==> src/rtl/dfs_topological_sort_macros.svh <==
// assertion helpers for the sort block, clocked on clk and quiet in reset
`ifndef DFS_TOPOLOGICAL_SORT_MACROS_SVH
`define DFS_TOPOLOGICAL_SORT_MACROS_SVH

// property that must hold at every edge out of reset
`define DFS_ASSERT(label, prop, msg) \
  label: assert property (@(posedge clk) disable iff (rst) (prop)) \
    else $error(msg);

// condition that implies a property in the next cycle
`define DFS_ASSERT_NEXT(label, cond, prop, msg) \
  `DFS_ASSERT(label, (cond) |=> (prop), msg)

`endif

==> src/rtl/dfs_pkg.sv <==
package dfs_pkg;

  localparam int VERTEX_W = 6;
  localparam int COUNT_W  = 7;

  localparam logic [1:0] CMD_CLEAR = 2'd0;
  localparam logic [1:0] CMD_ADD   = 2'd1;
  localparam logic [1:0] CMD_SORT  = 2'd2;

  typedef struct packed {
    logic [VERTEX_W-1:0] src;
    logic [VERTEX_W-1:0] tgt;
  } dfs_edge_t;

  typedef struct packed {
    logic                valid;
    logic                last;
    logic [VERTEX_W-1:0] vertex;
  } dfs_emit_t;

endpackage

==> src/rtl/dfs_walk.sv <==
module dfs_walk #(
  parameter int MAX_VERTICES = 64,
  parameter int EW           = 9,
  parameter int AW           = 8
) (
  input  logic                         clk,
  input  logic                         rst,
  input  logic                         sort_go,
  input  logic [dfs_pkg::COUNT_W-1:0]  n,
  input  logic [EW-1:0]                edge_total,
  output logic [AW-1:0]                edge_rd_addr,
  input  dfs_pkg::dfs_edge_t           edge_rd,
  output logic                         busy,
  output dfs_pkg::dfs_emit_t           emit
);
  import dfs_pkg::*;

  localparam int SW = $clog2(MAX_VERTICES);
  localparam int DW = $clog2(MAX_VERTICES + 1);

  typedef enum logic [5:0] {
    ST_IDLE  = 6'b000001,
    ST_ROOT  = 6'b000010,
    ST_SCAN  = 6'b000100,
    ST_CHECK = 6'b001000,
    ST_POP   = 6'b010000,
    ST_EMIT  = 6'b100000
  } walk_state_t;

  walk_state_t state;
  logic [COUNT_W-1:0]  root;
  logic [VERTEX_W-1:0] cur_u;
  logic [EW-1:0]       cur_p;
  logic [DW-1:0]       depth;
  logic [DW-1:0]       finished;
  logic [MAX_VERTICES-1:0] visited;

  logic [VERTEX_W-1:0] stk_v [MAX_VERTICES];
  logic [EW-1:0]       stk_p [MAX_VERTICES];
  logic [VERTEX_W-1:0] fin_mem [MAX_VERTICES];
  logic [VERTEX_W-1:0] stk_rd_v;
  logic [EW-1:0]       stk_rd_p;
  logic [VERTEX_W-1:0] fin_rd;
  logic                emit_valid;
  logic                emit_last;

  logic [EW-1:0] p_inc;
  logic [EW-1:0] rd_sel;
  logic [DW-1:0] depth_m1;
  logic [DW-1:0] depth_m2;
  logic [DW-1:0] fin_m1;
  logic          hit;
  logic          stk_we;
  logic          fin_we;

  assign p_inc    = cur_p + EW'(1);
  assign rd_sel   = (state == ST_CHECK) ? p_inc : cur_p;
  assign edge_rd_addr = rd_sel[AW-1:0];
  assign depth_m1 = depth - DW'(1);
  assign depth_m2 = depth - DW'(2);
  assign fin_m1   = finished - DW'(1);

  // the one compare unit: does this edge lead to an unvisited vertex
  assign hit = (edge_rd.src == cur_u) && ({1'b0, edge_rd.tgt} < n) &&
               !visited[edge_rd.tgt[SW-1:0]];

  assign stk_we = (state == ST_CHECK) && hit && (depth < DW'(MAX_VERTICES));
  assign fin_we = (state == ST_SCAN) && !(cur_p < edge_total) &&
                  (finished < DW'(MAX_VERTICES));

  always_ff @(posedge clk) begin
    if (stk_we) begin
      stk_v[depth_m1[SW-1:0]] <= cur_u;
      stk_p[depth_m1[SW-1:0]] <= p_inc;
    end
    stk_rd_v <= stk_v[depth_m2[SW-1:0]];
    stk_rd_p <= stk_p[depth_m2[SW-1:0]];
    if (fin_we) begin
      fin_mem[finished[SW-1:0]] <= cur_u;
    end
    fin_rd <= fin_mem[fin_m1[SW-1:0]];
  end

  always_ff @(posedge clk) begin
    if (rst) begin
      state      <= ST_IDLE;
      root       <= '0;
      depth      <= '0;
      finished   <= '0;
      emit_valid <= 1'b0;
      emit_last  <= 1'b0;
    end else begin
      emit_valid <= 1'b0;
      emit_last  <= 1'b0;
      unique case (state)
        ST_IDLE: begin
          if (sort_go) begin
            visited  <= '0;
            root     <= '0;
            finished <= '0;
            state    <= ST_ROOT;
          end
        end
        ST_ROOT: begin
          if (root < n) begin
            if (visited[root[SW-1:0]]) begin
              root <= root + COUNT_W'(1);
            end else begin
              visited[root[SW-1:0]] <= 1'b1;
              cur_u <= root[VERTEX_W-1:0];
              cur_p <= '0;
              depth <= DW'(1);
              state <= ST_SCAN;
            end
          end else begin
            state <= ST_EMIT;
          end
        end
        ST_SCAN: begin
          if (cur_p < edge_total) begin
            state <= ST_CHECK;
          end else begin
            if (fin_we) begin
              finished <= finished + DW'(1);
            end
            depth <= depth_m1;
            state <= (depth == DW'(1)) ? ST_ROOT : ST_POP;
          end
        end
        ST_CHECK: begin
          if (hit) begin
            visited[edge_rd.tgt[SW-1:0]] <= 1'b1;
            if (stk_we) begin
              cur_u <= edge_rd.tgt;
              cur_p <= '0;
              depth <= depth + DW'(1);
            end else begin
              cur_p <= p_inc;
            end
            state <= ST_SCAN;
          end else begin
            cur_p <= p_inc;
            state <= (p_inc < edge_total) ? ST_CHECK : ST_SCAN;
          end
        end
        ST_POP: begin
          cur_u <= stk_rd_v;
          cur_p <= stk_rd_p;
          state <= ST_SCAN;
        end
        ST_EMIT: begin
          if (finished != '0) begin
            emit_valid <= 1'b1;
            emit_last  <= (finished == DW'(1));
            finished   <= fin_m1;
          end else begin
            state <= ST_IDLE;
          end
        end
        default: state <= ST_IDLE;
      endcase
    end
  end

  assign busy        = (state != ST_IDLE);
  assign emit.valid  = emit_valid;
  assign emit.last   = emit_last;
  assign emit.vertex = fin_rd;

endmodule

==> config.mk <==
export PLATFORM = sky130hd
export DESIGN_NAME = dfs_walk
export DESIGN_NICKNAME = d
export VERILOG_FILES = /design/src/rtl/dfs_topological_sort_macros.svh /design/src/rtl/dfs_pkg.sv /design/src/rtl/dfs_walk.sv
export SDC_FILE = /design/constraint.sdc
export NUM_CORES = 2
export LEC_CHECK = 0
export ABC_AREA = 1
export BUFFER_PORTS_ARGS = -buffer_cell sky130_fd_sc_hd__buf_2
export CAP_MARGIN = 20
export CORE_MARGIN = 2
export CORE_UTILIZATION = 40
export CTS_BUF_LIST = sky130_fd_sc_hd__clkbuf_4 sky130_fd_sc_hd__clkbuf_8
export DETAILED_ROUTE_END_ITERATION = 10
export GPL_TIMING_DRIVEN = 0
export PLACE_DENSITY_LB_ADDON = 0.3
export SLEW_MARGIN = 20
export SYNTH_ARGS = -nofsm -noshare
export SYNTH_HDL_FRONTEND = slang
export SYNTH_SLANG_ARGS = --single-unit
==> constraint.sdc <==
create_clock -name clk -period 7 [get_ports clk]
set_input_delay 0.35 -clock clk [delete_from_list [all_inputs] [get_ports clk]]
set_output_delay 0.35 -clock clk [all_outputs]
set_load 0.05 [all_outputs]
==> results.py <==
metrics = {
    "outcome": {
        "status": "complete, no violations",
    },
    "timing": {
        "final.period_utilization_pct": 86.7,
        "worst_pin_slew_ns": 1.22,
        "finalClockSkew_ns": 0.0601,
        "max_freq_mhz": 165,
        "min_period_ns": 6.07,
        "relSlewSlack_pct": 17.9,
        "setup_viol": 0,
        "finalHoldViolCount": 0,
        "slew_viol_final": 0,
        "rsz0062_at_grt": "false",
    },
    "finish": {
        "drive_above_1_share_pct": 12.2,
        "fin_nets": 5634,
        "fillers": 14103,
        "area_growth_pct": 16.2,
        "finalNonFillerCells": 7807,
    },
    "synthesis": {
        "ys_ff_latch": 1473,
        "synth.distinct_cells": 54,
        "yosysMostFrequentCell": "edfxtp_1",
        "async_flop_share_pct": 0,
        "yosysSeqAreaShare_pct": 70.7,
        "synth_ff_type": "edfxtp_1",
        "yosysTopAreaCellShare_pct": 69.1,
        "syn_area_per_cell_sq_um": 11.9,
        "synth_area_leaders": "edfxtp_1 69%, nor2_1 6.3%, o21ai_0 6.3%, o22ai_1 2.9%, nand2_1 2.6%",
        "yosysTopAreaCell": "edfxtp_1",
        "synth_edf_count": 1423,
        "netlist_area_sq_mm": 0.0619,
        "syn_inst": 5180,
        "yosys-top-cells-count": "1,423 x edfxtp_1, 1,046 x nor2_1, 775 x o21ai_0, 431 x nand2_1, 287 x o22ai_1",
        "ys_warn_count": 0,
        "synth_fp_nets": 5250,
    },
    "clocking": {
        "cts_setup_buffers": 0,
        "cts-resized-gates": 0,
        "hold_buffers": 7,
        "path_clk_slew_ns": 0.06,
        "cts.path.max_buffers": 3,
        "cts_tree": "built",
        "clk_latency_ns": 0.97,
        "cts.htree.levels": 4,
        "cts_sinks": 1473,
        "root_buffer": "clkbuf_8",
        "cts-buffers-inserted": 234,
    },
    "min_path": {
        "holdCritPathClass": "in -> reg",
    },
    "global_route": {
        "antenna_found_initial": 12,
        "grt_usage_pct": 28.8,
        "grt_overflow_total": 0,
        "grt_pass1_vias": 43407,
        "grt_pass1_wl_um": 324000,
        "grt_start_max_net_pins": 65,
    },
    "critical_path": {
        "endpoint_kind": "register",
        "arrival_ns": 6.94,
        "required_ns": 7.87,
        "path_class": "reg -> reg",
        "crit_fanout": 13,
        "worstSetupStartpointType": "register",
    },
    "detailed_routing": {
        "ant_nets": 0,
        "drt_iter0_drc": 7195,
        "dr.pass1.iters": 8,
        "post_drt_wl_per_cell_um": 29.8,
        "totalWireLength_um": 232000,
        "via_per_inst": 5.98,
        "vias": 46709,
        "drc_errors": 0,
    },
    "place": {
        "dp_cells": 7361,
        "dp_hpwl_um": 163000,
        "place.gp.congestion": 1.01,
        "portBuffers": 47,
    },
    "power": {
        "leakagePower_nw": 24.0,
        "peakVddDrop_mv": 0.266,
        "power_w": 0.0277,
        "power.density_mw_per_mm2": 385,
    },
    "die": {
        "die_area_sq_mm": 0.158,
        "floorplan.rows": 144,
        "fp.dieW_um": 397,
        "core_area_sq_mm": 0.154,
        "start_util_pct": 40.2,
        "num_io_pins": 48,
        "die-height_um": 397,
    },
    "flow_run": {
        "max_cap_violations": 0,
    },
}
## final cells by class
cell class / count / area, sq um / share of cell area [%]
Inverter: 187 / 722 / 1.00
Multi-Input combinational cell: 3184 / 16500 / 23.0
Antenna cell: 8 / 20.0 / 0.0279
Clock inverter: 88 / 684 / 0.952
Timing Repair Buffer: 148 / 2100 / 2.92
Clock buffer: 339 / 4130 / 5.74
Sequential cell: 1473 / 43700 / 60.8
Buffer: 336 / 1400 / 1.94
Tap cell: 2044 / 2560 / 3.56
## cell families (layout without fill, tap and decap cells)
logic type,Yosys count,after routing,share of synthesized area (%)
DFF,1473,1473,70.7
buffers and inverters,523,1098,3.39
adders and majority gates,39,39,0.789
muxes,37,37,0.599
xor gates and xnor gates,24,24,0.340
AOI/OAI and AO/OA,1430,1430,13.5
other,0,8,0
and+or+nand+nor,1654,1654,10.7
## final timing paths
path / start / endpoint / slack, ns / depth (start not counted)
setup / recovery: depth[1]$_SDFFE_PP0P_ / stk_rd_p[4]$_DFF_P_ / 0.93 / 16
hold / removal: edge_total[0] / state[3]$_SDFFE_PP0P_ / 0.1 / 5
setup reg to reg: depth[1]$_SDFFE_PP0P_ / stk_rd_p[4]$_DFF_P_ / 0.93 / 16
hold reg to reg: root[6]$_SDFFE_PP0P_ / root[6]$_SDFFE_PP0P_ / 0.51 / 2
## where the power goes
group          total, W  switching (W)  internal (W)
sequential       0.0102       0.000158        0.0100
combinational   0.00981        0.00749       0.00232
clock           0.00767        0.00355       0.00412
total            0.0277         0.0112        0.0165
## sequential cells by signal, summed over array words and instances (netlist names)
name and count:
stk_v 384, depth 7, stk_rd_v 6, emit_valid 1, emit_last 1, state 6
finished 7, stk_p 576, root 7, cur_p 9, visited 64, fin_rd 6
cur_u 6, stk_rd_p 9, fin_mem 384
## worst max-delay path, stage by stage (launching register included)
cell and delay (ns):
dfxtp_1 0.37, buf_2 0.36, clkinv_1 0.65, clkbuf_1 0.54, clkbuf_1 0.45, ha_1 0.38, nand2_1 0.08, inv_1 0.03
or2_1 0.19, buf_2 0.24, inv_2 0.16, buf_2 0.30, clkbuf_1 0.62, o21ai_0 0.47, o221ai_1 0.54, nand3_1 0.34
nand2_1 0.23
## per-stage QoR
stage | setup slack, ns | cell area [sq um] | TNS, ns | utilization [%] | hold slack [ns]
6_report | 0.932 | 71900 | 0 | 46.7 | 0.0967
5_1_grt | 1.08 | 71900 | 0 | 46.7 | 0.0732
4_1_cts | 1.32 | 71800 | 0 | 46.7 | 0.0247
3_5_place_dp | 1.34 | 66900 | 0 | 43.5 | 0.499
3_3_place_gp | -3.19 | 64600 | -1596.72 | 42.0 | 0.493
2_1_floorplan | 1.26 | 61900 | 0 | - | 0.456
## cells in the final DEF, fill, tap and decap left out, types with 9 or more instances in the layout
master	instances
a21oi_1	77
buf_1	16
buf_16	30
buf_2	98
buf_6	13
buf_8	48
bufinv_16	9
clkbuf_1	253
clkbuf_4	86
clkbuf_8	253
clkinv_1	56
clkinv_2	15
dfxtp_1	50
edfxtp_1	1423
ha_1	38
inv_1	166
inv_2	9
mux2i_1	37
nand2_1	431
nand3_1	87
nand4_1	23
nor2_1	982
nor2_2	16
nor2_4	59
nor3_1	23
o211ai_1	54
o21ai_0	775
o21ai_1	29
o21bai_1	28
o221ai_1	68
o22ai_1	287
o311ai_0	21
o32ai_1	61
xor2_1	16
## routing by layer
metal	wire length [um]	share of wire, %	vias to the layer above	track usage, %
li1	-	-	19896	-
met1	92100	40	23066	39.7
met2	102000	44	3151	43.5
met3	27300	12	584	7.01
met4	10500	4.5	12	12.2
met5	77	0.033	-	0
Power figures use the tool's default switching activity.
